## config.mk

```make
export PLATFORM = sky130hd
export DESIGN_NAME = stride_scheduler_top
export DESIGN_NICKNAME = d
export VERILOG_FILES = /design/src/hw/rtl/ss_pkg.sv /design/src/hw/rtl/ss_front.sv /design/src/hw/rtl/ss_back.sv /design/src/hw/rtl/stride_scheduler_top.sv
export SDC_FILE = /design/constraint.sdc
export NUM_CORES = 2
export LEC_CHECK = 0
export BUFFER_PORTS_ARGS = -buffer_cell sky130_fd_sc_hd__buf_2
export CAP_MARGIN = 40
export CORE_ASPECT_RATIO = 0.5
export CORE_MARGIN = 2
export CORE_UTILIZATION = 40
export CTS_BUF_LIST = sky130_fd_sc_hd__clkbuf_8
export DETAILED_ROUTE_END_ITERATION = 10
export PLACE_DENSITY = 0.58
export SLEW_MARGIN = 40
export SYNTH_ARGS = -nofsm -noshare
export SYNTH_HDL_FRONTEND = slang
export SYNTH_SLANG_ARGS = --single-unit
```

## constraint.sdc

```tcl
create_clock -name clock -period 9 [get_ports clock]
set_clock_uncertainty 0.05 [all_clocks]
set_input_delay 0.45 -clock clock [delete_from_list [all_inputs] [get_ports clock]]
set_output_delay 0.45 -clock clock [all_outputs]
set_load 0.03 [all_outputs]
```

## src/hw/rtl/ss_pkg.sv

```systemverilog
// Shared types and constants for the stride scheduler.
package ss_pkg;
   localparam int NumTasks = 16;
   localparam int TaskW = 4;
   localparam int SliceW = 10;
   localparam int StrideW = 32;
   localparam int PrioW = 16;
   localparam int CountW = 5;
   localparam logic [StrideW-1:0] StrideBig = 32'h7FFF_FFFF;
   localparam int FifoDepth = 2;

   typedef enum logic [1:0] {
      ACT_ENQ = 2'd0, ACT_DEQ = 2'd1, ACT_PICK = 2'd2, ACT_TICK = 2'd3
   } action_type;

   typedef enum logic [1:0] {
      ST_OK = 2'd0, ST_EMPTY = 2'd1, ST_QUEUED = 2'd2, ST_NOT_QUEUED = 2'd3
   } status_type;

   typedef enum logic [1:0] {
      EX_IDLE, EX_SCAN, EX_DIV, EX_DONE
   } exec_state_type;

   typedef struct packed {
      action_type action;
      logic [TaskW-1:0] task_idx;
      logic [PrioW-1:0] prio;
   } cmd_type;
endpackage

```

## src/hw/rtl/ss_front.sv

```systemverilog
// Front end: accepts request beats into a short command queue.
module ss_front import ss_pkg::*; (
   input  logic clock,
   input  logic reset,
   input  logic push,
   output logic full,
   input  cmd_type cmd_in,
   output logic cmd_valid,
   input  logic cmd_take,
   output cmd_type cmd_out
);
   cmd_type q_ff [FifoDepth];
   cmd_type q_in [FifoDepth];
   logic [1:0] cnt_ff, cnt_in;
   logic do_push, do_pop;

   assign full = (cnt_ff == 2'(FifoDepth));
   assign cmd_valid = (cnt_ff != 2'd0);
   assign cmd_out = q_ff[0];
   assign do_push = push && !full;
   assign do_pop = cmd_take && cmd_valid;

   always_comb begin
      q_in = q_ff;
      cnt_in = cnt_ff;
      if (do_pop) begin
         q_in[0] = q_ff[1];
      end
      if (do_push) begin
         if (do_pop) begin
            // A push beside a pop only happens with one entry held, so it lands at the head.
            q_in[~cnt_ff[0]] = cmd_in;
         end else begin
            q_in[cnt_ff[0]] = cmd_in;
         end
      end
      cnt_in = cnt_ff + {1'b0, do_push} - {1'b0, do_pop};
   end

   always_ff @(posedge clock) begin
      q_ff <= q_in;
      if (reset) begin
         cnt_ff <= '0;
      end else begin
         cnt_ff <= cnt_in;
      end
   end
endmodule

```

## src/hw/rtl/ss_back.sv

```systemverilog
// Back end: slot table, minimum scan, serial divider and result register.
module ss_back import ss_pkg::*; (
   input  logic clock,
   input  logic reset,
   input  logic [SliceW-1:0] max_slice,
   input  logic cmd_valid,
   output logic cmd_take,
   input  cmd_type cmd,
   output logic rsp_empty,
   input  logic rsp_pop,
   output logic [1:0] rsp_status,
   output logic [TaskW-1:0] rsp_picked_task,
   output logic rsp_resched,
   output logic [CountW-1:0] rsp_queued_count
);
   logic [NumTasks-1:0] queued_ff, queued_in;
   logic [StrideW-1:0] stride_ff [NumTasks];
   logic [PrioW-1:0] prio_ff [NumTasks];
   logic [SliceW-1:0] slice_ff [NumTasks];
   logic [CountW-1:0] total_ff, total_in;
   exec_state_type state_ff, state_in;
   logic [TaskW-1:0] idx_ff, idx_in, best_ff, best_in;
   logic found_ff, found_in;
   logic [4:0] bit_ff, bit_in;
   logic [StrideW-1:0] rem_ff, rem_in, quo_ff, quo_in;
   logic out_valid_ff, out_valid_in;
   logic [1:0] o_status_ff, o_status_in;
   logic [TaskW-1:0] o_pick_ff, o_pick_in;
   logic o_resched_ff, o_resched_in;
   logic [CountW-1:0] o_count_ff, o_count_in;
   logic [StrideW-1:0] diff, rem_sh, inc;
   logic [PrioW-1:0] divisor;
   logic [SliceW-1:0] sl_cur, sl_dec;
   logic out_free, in_range, start;

   assign out_free = !out_valid_ff || rsp_pop;
   assign rsp_empty = !out_valid_ff;
   assign rsp_status = o_status_ff;
   assign rsp_picked_task = o_pick_ff;
   assign rsp_resched = o_resched_ff;
   assign rsp_queued_count = o_count_ff;
   assign in_range = 1'b1;  // the four-bit index always lies inside sixteen slots
   assign start = (state_ff == EX_IDLE) && cmd_valid && out_free;
   assign cmd_take = start;
   assign diff = stride_ff[idx_ff] - stride_ff[best_ff];
   assign divisor = (prio_ff[best_ff] == '0) ? PrioW'(1) : prio_ff[best_ff];
   assign rem_sh = {rem_ff[StrideW-2:0], StrideBig[bit_ff]};
   assign sl_cur = slice_ff[cmd.task_idx];
   assign sl_dec = (sl_cur != '0) ? sl_cur - SliceW'(1) : sl_cur;
   assign inc = quo_ff;

   always_comb begin
      state_in = state_ff;
      case (state_ff)
         EX_IDLE: if (start && cmd.action == ACT_PICK && total_ff != '0) state_in = EX_SCAN;
         EX_SCAN: if (idx_ff == TaskW'(NumTasks - 1)) state_in = EX_DIV;
         EX_DIV:  if (bit_ff == 5'd0) state_in = EX_DONE;
         EX_DONE: if (out_free) state_in = EX_IDLE;
         default: state_in = EX_IDLE;
      endcase
   end

   always_comb begin
      queued_in = queued_ff;
      total_in = total_ff;
      idx_in = idx_ff;
      best_in = best_ff;
      found_in = found_ff;
      bit_in = bit_ff;
      rem_in = rem_ff;
      quo_in = quo_ff;
      out_valid_in = out_valid_ff && !rsp_pop;
      o_status_in = o_status_ff;
      o_pick_in = o_pick_ff;
      o_resched_in = o_resched_ff;
      o_count_in = o_count_ff;
      case (state_ff)
         EX_IDLE: begin
            idx_in = '0;
            best_in = '0;
            found_in = 1'b0;
            if (start && !(cmd.action == ACT_PICK && total_ff != '0)) begin
               out_valid_in = 1'b1;
               o_status_in = ST_OK;
               o_pick_in = '0;
               o_resched_in = 1'b0;
               case (cmd.action)
                  ACT_PICK: o_status_in = ST_EMPTY;
                  ACT_ENQ: begin
                     if (!in_range) o_status_in = ST_NOT_QUEUED;
                     else if (queued_ff[cmd.task_idx]) o_status_in = ST_QUEUED;
                     else begin
                        queued_in[cmd.task_idx] = 1'b1;
                        total_in = total_ff + CountW'(1);
                     end
                  end
                  ACT_DEQ: begin
                     if (!in_range || !queued_ff[cmd.task_idx]) o_status_in = ST_NOT_QUEUED;
                     else begin
                        queued_in[cmd.task_idx] = 1'b0;
                        total_in = total_ff - CountW'(1);
                     end
                  end
                  ACT_TICK: o_resched_in = (sl_dec == '0);
                  default: o_status_in = ST_OK;
               endcase
               o_count_in = total_in;
            end
         end
         EX_SCAN: begin
            if (queued_ff[idx_ff] && (!found_ff || diff[StrideW-1])) begin
               best_in = idx_ff;
               found_in = 1'b1;
            end
            idx_in = idx_ff + TaskW'(1);
            bit_in = 5'(StrideW - 1);
            rem_in = '0;
            quo_in = '0;
         end
         EX_DIV: begin
            // Restoring division, one quotient bit per cycle, MSB first.
            if (rem_sh >= {16'd0, divisor}) begin
               rem_in = rem_sh - {16'd0, divisor};
               quo_in = {quo_ff[StrideW-2:0], 1'b1};
            end else begin
               rem_in = rem_sh;
               quo_in = {quo_ff[StrideW-2:0], 1'b0};
            end
            bit_in = bit_ff - 5'd1;
         end
         EX_DONE: begin
            if (out_free) begin
               out_valid_in = 1'b1;
               o_status_in = ST_OK;
               o_pick_in = best_ff;
               o_resched_in = 1'b0;
               o_count_in = total_ff;
            end
         end
         default: out_valid_in = out_valid_ff;
      endcase
   end

   always_ff @(posedge clock) begin
      if (reset) begin
         state_ff <= EX_IDLE;
         queued_ff <= '0;
         total_ff <= '0;
         out_valid_ff <= 1'b0;
         for (int i = 0; i < NumTasks; i++) begin
            stride_ff[i] <= '0;
            slice_ff[i] <= '0;
         end
      end else begin
         state_ff <= state_in;
         queued_ff <= queued_in;
         total_ff <= total_in;
         out_valid_ff <= out_valid_in;
         if (start && cmd.action == ACT_ENQ && !queued_ff[cmd.task_idx]) begin
            if (sl_cur == '0 || sl_cur > max_slice) slice_ff[cmd.task_idx] <= max_slice;
         end
         if (start && cmd.action == ACT_TICK) slice_ff[cmd.task_idx] <= sl_dec;
         if (state_ff == EX_DONE && out_free) stride_ff[best_ff] <= stride_ff[best_ff] + inc;
      end
   end

   always_ff @(posedge clock) begin
      idx_ff <= idx_in;
      best_ff <= best_in;
      found_ff <= found_in;
      bit_ff <= bit_in;
      rem_ff <= rem_in;
      quo_ff <= quo_in;
      o_status_ff <= o_status_in;
      o_pick_ff <= o_pick_in;
      o_resched_ff <= o_resched_in;
      o_count_ff <= o_count_in;
      if (start && cmd.action == ACT_ENQ && !queued_ff[cmd.task_idx])
         prio_ff[cmd.task_idx] <= cmd.prio;
   end
endmodule

```

## src/hw/rtl/stride_scheduler_top.sv

```systemverilog
// Top level of the stride scheduler.
// Usage: the request side is a queue write port. A beat (req_action,
// req_task_req, req_priority_req) is taken when push is high and
// full is low; a two-entry command queue absorbs beats while the
// back end is busy. The response side is a queue read port: the oldest
// result is on the rsp_ ports while empty is low and leaves on pop.
// Enqueue, dequeue, tick and an empty pick are answered when the back end
// takes the beat: the result is registered on that edge. A successful pick
// starts, scans all sixteen slots for the least stride, runs the
// bit-serial divider that forms 0x7FFFFFFF / priority, and then updates
// the stride and registers the result.
// The back end handles one beat at a time. If the receiver stalls, the
// finished result waits in the output register and the back end holds
// the next command; the command queue then fills and raises full.
// Synchronous reset clears all queued marks, strides, slices, the count
// and both queues, and sets max_slice to 5. csr_wr_en writes max_slice
// and should only be used while the block is idle.
module stride_scheduler_top import ss_pkg::*; (
   input  logic clock,
   input  logic reset,
   input  logic push,
   output logic full,
   input  logic [1:0] req_action,
   input  logic [TaskW-1:0] req_task_req,
   input  logic [PrioW-1:0] req_priority_req,
   output logic empty,
   input  logic pop,
   output logic [1:0] rsp_status,
   output logic [TaskW-1:0] rsp_picked_task,
   output logic rsp_resched,
   output logic [CountW-1:0] rsp_queued_count,
   input  logic csr_wr_en,
   input  logic [SliceW-1:0] csr_wr_data
);
   logic [SliceW-1:0] max_slice_ff;
   cmd_type cmd_in, cmd_q;
   logic cmd_valid, cmd_take;

   always_ff @(posedge clock) begin
      if (reset) begin
         max_slice_ff <= SliceW'(5);
      end else if (csr_wr_en) begin
         max_slice_ff <= csr_wr_data;
      end
   end

   assign cmd_in = '{action: action_type'(req_action), task_idx: req_task_req,
                     prio: req_priority_req};

   ss_front u_front (
      .clock, .reset, .push, .full, .cmd_in,
      .cmd_valid, .cmd_take, .cmd_out(cmd_q)
   );

   ss_back u_back (
      .clock, .reset, .max_slice(max_slice_ff), .cmd_valid, .cmd_take, .cmd(cmd_q),
      .rsp_empty(empty), .rsp_pop(pop), .rsp_status, .rsp_picked_task,
      .rsp_resched, .rsp_queued_count
   );

   // A result can only report an empty table when the count is zero.
   a_empty_count: assert property (@(posedge clock) disable iff (reset)
      (!empty && rsp_status == ST_EMPTY) |-> rsp_queued_count == '0)
      else $error("empty status with nonzero count");
   // Only a successful pick names a slot.
   a_pick_ok: assert property (@(posedge clock) disable iff (reset)
      (!empty && rsp_status != ST_OK) |-> rsp_picked_task == '0)
      else $error("picked slot on failed action");
   // A waiting result that is not popped holds.
   a_hold: assert property (@(posedge clock) disable iff (reset)
      (!empty && !pop) |=> (!empty && $stable(rsp_status) && $stable(rsp_queued_count)))
      else $error("result changed while stalled");
endmodule

```

Yosys cells after proc, flatten, opt, wreduce, memory -nomap -nowiden

Memories as Yosys holds them, arrays and structs flattened. A register that Yosys moved wholly into a read port is not among the register bits.
Cells that the tools add are included.

Flip-flop bits (word level): 169
RAM bits: 928
Memory bits (read-only): 32
Bits of input ports: 37
Output and inout port bits: 14
Logic and storage cells: 197
Memories: 4

Add/subtract/negate cells: 10
$lt $le $gt $ge: 10
Equality and inequality tests: 16
Mux-type cells: 82
Bitwise gates (word level): 7
Reductions and logical operators: 46

Memory list:

| memory           | words | width | read ports | clocked after Yosys merged registers in | write ports | RTL line      | source |
|---|---|---|---|---|---|---|---|
| u_back.stride_ff | 16    | 32    | 2          | 2                                       | 16          | ss_back.sv:17 | `logic [StrideW-1:0] stride_ff [NumTasks];` |
| u_back.prio_ff   | 16    | 16    | 1          | 1                                       | 1           | ss_back.sv:18 | `logic [PrioW-1:0] prio_ff [NumTasks];` |
| u_back.slice_ff  | 16    | 10    | 1          | 1                                       | 16          | ss_back.sv:19 | `logic [SliceW-1:0] slice_ff [NumTasks];` |
| (name not given) | 32    | 1     | 1          | 1                                       | 0           | ss_back.sv:47 | `assign rem_sh = {rem_ff[StrideW-2:0], StrideBig[bit_ff]};` |

Operators by type and width:

| kind                                             | count |
|---|---|
| 44-bit bitwise mux                               | 2 |
| 44-bit 2-to-1 mux                                | 2 |
| 22-bit 2-to-1 mux                                | 3 |
| 32-bit case mux with 2 select lines              | 1 |
| 31-bit case mux with 2 select lines              | 1 |
| 16-bit 2-to-1 mux                                | 3 |
| 22-bit demux with 1-bit select                   | 2 |
| 32-bit adder                                     | 1 |
| 32-bit by 16-bit >= comparator with 1-bit output | 1 |
| 32-bit 2-to-1 mux                                | 1 |
| 4-bit 2-to-1 mux                                 | 8 |
| 16-bit case mux with 2 select lines              | 1 |
| 32-bit OR reduction                              | 1 |
| 32-bit subtractor                                | 1 |
| 31-bit 2-to-1 mux                                | 1 |
| 31-bit by 16-bit subtractor with 31-bit output   | 1 |
| 10-bit 2-to-1 mux                                | 3 |
| 5-bit case mux with 2 select lines               | 3 |
| 1-bit 2-to-1 mux                                 | 27 |
| 5-bit 2-to-1 mux                                 | 5 |
| 4-bit case mux with 2 select lines               | 3 |
| 10-bit logical NOT                               | 2 |
| 1-bit logical AND                                | 17 |
| 16-bit AND                                       | 1 |
| other kinds (42)                                 | 80 |

Logic depth before layout (Yosys ltp)

Depth in word-level cells: 11
Gate-level depth with buffers: 21

Cells and area by module

A second synthesis with hierarchy kept.

Cells, all modules: 3,637
Area total of the unflattened synthesis: 54,417.2 um^2

Modules (own cells, without submodules):

| module               | times used | cells each | area each (um^2) |
|---|---|---|---|
| ss_back              | 1          | 3,445      | 51,843.5 |
| ss_front             | 1          | 160        | 2,214.6 |
| stride_scheduler_top | 1          | 32         | 359.1 |

Worst setup path before layout

No wires, ideal clock.

Path type: register to register
From: register with a tool-made name
To: memory u_back.stride_ff[0][30] (data pin)
Data arrival time: 6.262 ns
Required time: 8.684 ns
Slack: 2.422 ns
Stages on the path, launching flop included: 19
Clock period less this slack: 6.578 ns
Path through: dfxtp_1 buf_1 clkbuf_1 clkbuf_1 buf_1 mux4_2 mux4_2 ha_1 nor2b_1 o21ai_0 a21o_1 a21o_1 o211ai_1 a2111oi_0 nor3_1 a221o_1 xnor2_1 clkbuf_1 nor2_1

RTL lines:

| item          | RTL line |
|---|---|
| end, declared | ss_back.sv:17 |

==> impl_results.md <==
* Outcome: completed
* Post-layout nets at 3850
* Die Wd at 521.5 um
* Ys Warns at 0
* Initial Util at 40.52%
* Htree depth at 4
* FF+latch count, synth at 1106
* Worst EP arrival at 6.71 ns
* Post-CTS Repair Setup Buffers at 0
* Seq/Total Area, Yosys at 60.75%
* RSZ-0062 raised after global routing: false
* First-pass GRT wire length at 214400 um
* Met3 Usage GRT at 3.430%
* Vias at 32400
* Distinct cells, synth at 70
* GR peak layer: met2
* Synth Area in Compound Gates at 3.107%
* CTS tree: done
* Total wire length at 144500 um
* Layout cells sized above 1 at 24.31%
* Fraction of the mapped netlist area in adder cells at 2.434%
* Worst skew pair latency at 0.88 ns
* Area leader, netlist: edfxtp_1
* Crit Path Category: flip-flop to flip-flop
* Residual DRC at 0
* RD Place Congestion at 0.8339
* FFs w/ async S/R, synth at 0%
* Crit. End Element: flip-flop
* Num rows at 94
* Core box area at 0.1322 sq mm
* Port buffer count at 50
* DR WL/cell at 25.68 um
* CP Launch Type: flip-flop
* Final Cycle Share at 68.42%
* Drt pass-1 iters at 5
* Die area at 0.1370 sq mm
* Final Max Slew Viols at 0
* Final hold vios at 0
* Least-Margin Pin Slew at 0.8303 ns
* Peak VDD IR at 166.3 uV
* Worst EP required at 9.55 ns
* Fmax achieved at 162.4 MHz
* Synth Cell Area at 0.05356 sq mm
* Power per cell area at 283.9 mW/mm^2
* Max_cap viols at 0
* Utilization after layout at 45.28%
* Met2 Use GR at 33.12%
* Vias in the first global route at 33090
* Synth Area in Simple Gates at 9.622%
* # IOs at 51
* Number of clock sinks at 1106
* DRT antenna net count at 0
* Clock Pin Slew Worst Setup and Hold Paths at 0.07 ns
* Max Buffers Root-to-Sink at 3
* Hold Crit Class: primary input to flip-flop
* Hold Slack at 0.09201 ns
* Initial detailed-routing violation count at 3781
* Net Count, Synth at 3746
* Main combinational cell family by area after synthesis: multiplexers
* Crit Path Max Fanout at 25
* Pre-CTS setup slack at 2.432 ns
* Main synth FF type: edfxtp_1
* Syn Area/Cell at 14.85 sq um
* Met1 capacity usage during global routing at 30.19%
* Root Buffer Master: clkbuf_8
* Setup TNS at 0 ns
* Min setup slack post-route at 2.842 ns
* Min Tclk post-route at 6.158 ns
* Synth top area cells: edfxtp_1, mux4_2, nor2_1
* Layout Area Growth over Synthesis at 11.75%
* Synth Area in XOR/XNOR at 1.161%
* Initial antenna violation count at 1
* Post-synth EDFFs at 1039
* Drt via density at 5.758
* Congestion Overflow GR at 0
* GRT Total Usage at 21.03%
* Slew margin rel. at 44.64%
* Pin count of the biggest net entering global routing at 79
* Multiplexer share of the synthesized area at 20.29%
* Fill count at 11640
* P_leak at 20.41 nW
* Number of CTS-inserted buffers at 168
* Gate Count Post-Synth at 3606
* Post-synth top area share at 58.25%
* Die Height at 262.8 um
* # setup viols final at 0
* Hpwl dp at 81420 um
## report_power, final
group / total (mW) / internal, mW / switching, mW
Clock: 4.03 / 1.97 / 2.06
Sequential: 6.84 / 6.31 / 0.529
Combinational: 6.13 / 2.44 / 3.70
## logic make-up (layout without fill, tap and decap cells)
kind of cell | count (synthesis) | count (layout)
DFF | 1106 | 1106
other | 0 | 1
muxes | 511 | 511
xor gates and xnor gates | 71 | 71
buffers and inverters | 359 | 604
adders and majority gates | 103 | 103
AOI/OAI and AO/OA | 257 | 257
and+or+nand+nor | 1199 | 1199
## worst paths after layout
kind / startpoint / slack, ns / to / cells past startpoint
worst min register to register: flip-flop / 0.46 / flip-flop / 2
worst min-delay path: reset / 0.09 / max_slice_ff[8] / 2
worst max-delay path: flip-flop / 2.84 / u_back.stride_ff[9][30] / 15
worst max register to register: flip-flop / 2.84 / u_back.stride_ff[9][30] / 15
## cell usage in the layout, fill, tap and decap left out, types with 39 or more instances in the layout
| master | instances |
|---|---|
| clkinv_1 | 43 |
| inv_1 | 147 |
| o21ai_0 | 60 |
| xnor2_1 | 39 |
| nand2_1 | 113 |
| buf_2 | 50 |
| nor2_1 | 756 |
| ha_1 | 99 |
| dlygate4sd3_1 | 45 |
| edfxtp_1 | 1039 |
| dfxtp_1 | 56 |
| nor2b_1 | 55 |
| and2_1 | 57 |
| mux4_2 | 458 |
| buf_4 | 87 |
| mux2i_1 | 47 |
| a21oi_1 | 62 |
| clkbuf_8 | 172 |
## state kept, by name, indices dropped and copies added (netlist names), named ones only
| register | count |
|---|---|
| u_back.stride_ff | 512 |
| u_back.rem_ff | 31 |
| u_back.total_ff | 5 |
| u_back.state_ff | 2 |
| u_back.idx_ff | 4 |
| max_slice_ff | 10 |
| u_back.slice_ff | 160 |
| u_back.rsp_status | 2 |
| u_back.inc | 32 |
| u_back.bit_ff | 5 |
| u_back.rsp_resched | 1 |
| u_back.best_ff | 4 |
| u_back.rsp_picked_task | 4 |
| u_back.rsp_queued_count | 5 |
| u_back.out_valid_ff | 1 |
| u_front.cmd_out | 22 |
| u_back.found_ff | 1 |
| u_front.cnt_ff | 2 |
| u_back.rem_sh | 1 |
| u_back.prio_ff | 256 |
## per-stage QoR
step           area, sq um  power (mW)  cells
4_1_cts              59830       17.10   5626
3_3_place_gp         55940       12.83   5263
5_1_grt              59860       17.89   5628
3_5_place_dp         56220       13.04   5270
2_1_floorplan        53560       11.12   3606
6_report             59860       17.00   5628
## Yosys cell counts (22+ instances only)
master / instances
xor2_1: 28
mux4_2: 458
nand2_1: 144
nor2b_1: 55
o21ai_0: 60
nor3_1: 39
a21oi_1: 63
xnor2_1: 43
ha_1: 101
edfxtp_1: 1039
a21o_1: 34
and2_1: 57
nand4_1: 22
clkbuf_1: 197
mux2i_1: 47
inv_1: 97
nand3_1: 31
buf_1: 49
dfxtp_1: 67
nor2_1: 772
## metal layers
layer,routed length [um],share of wire (%)
met2,67740,47
met3,11070,7.7
met1,62870,44
met4,2845,2.0
met5,0,0
## worst max-delay path: stages (launching register included)
cell,delay [ns]
dfxtp_4,0.74
buf_4,0.54
mux4_2,0.56
mux4_2,0.48
inv_1,0.11
fa_1,0.24
nor2b_1,0.06
o21ai_0,0.30
a21o_1,0.20
a21o_1,0.24
o211ai_1,0.26
a2111oi_1,0.80
nor3_1,0.14
a221o_1,0.42
xnor2_2,0.62
nor2_1,0.10
## layout make-up
cell class	instances	area, sq um	area share, %
clock buffer	172	2367	3.955
multi-input combinational	2141	19920	33.27
clock inverter	139	790.8	1.321
timing repair buffer	195	1617	2.701
sequential	1106	32580	54.42
inverter	98	367.9	0.6145
antenna	1	2.502	0.004181
tap	1776	2222	3.712
## timing repair
action | CTS | global route
endpoints found under the hold margin | 56 | 0
hold buffers | 45 | 0
gates resized for setup | 0 | 0
No activity file was read; power rests on OpenSTA's default activity.
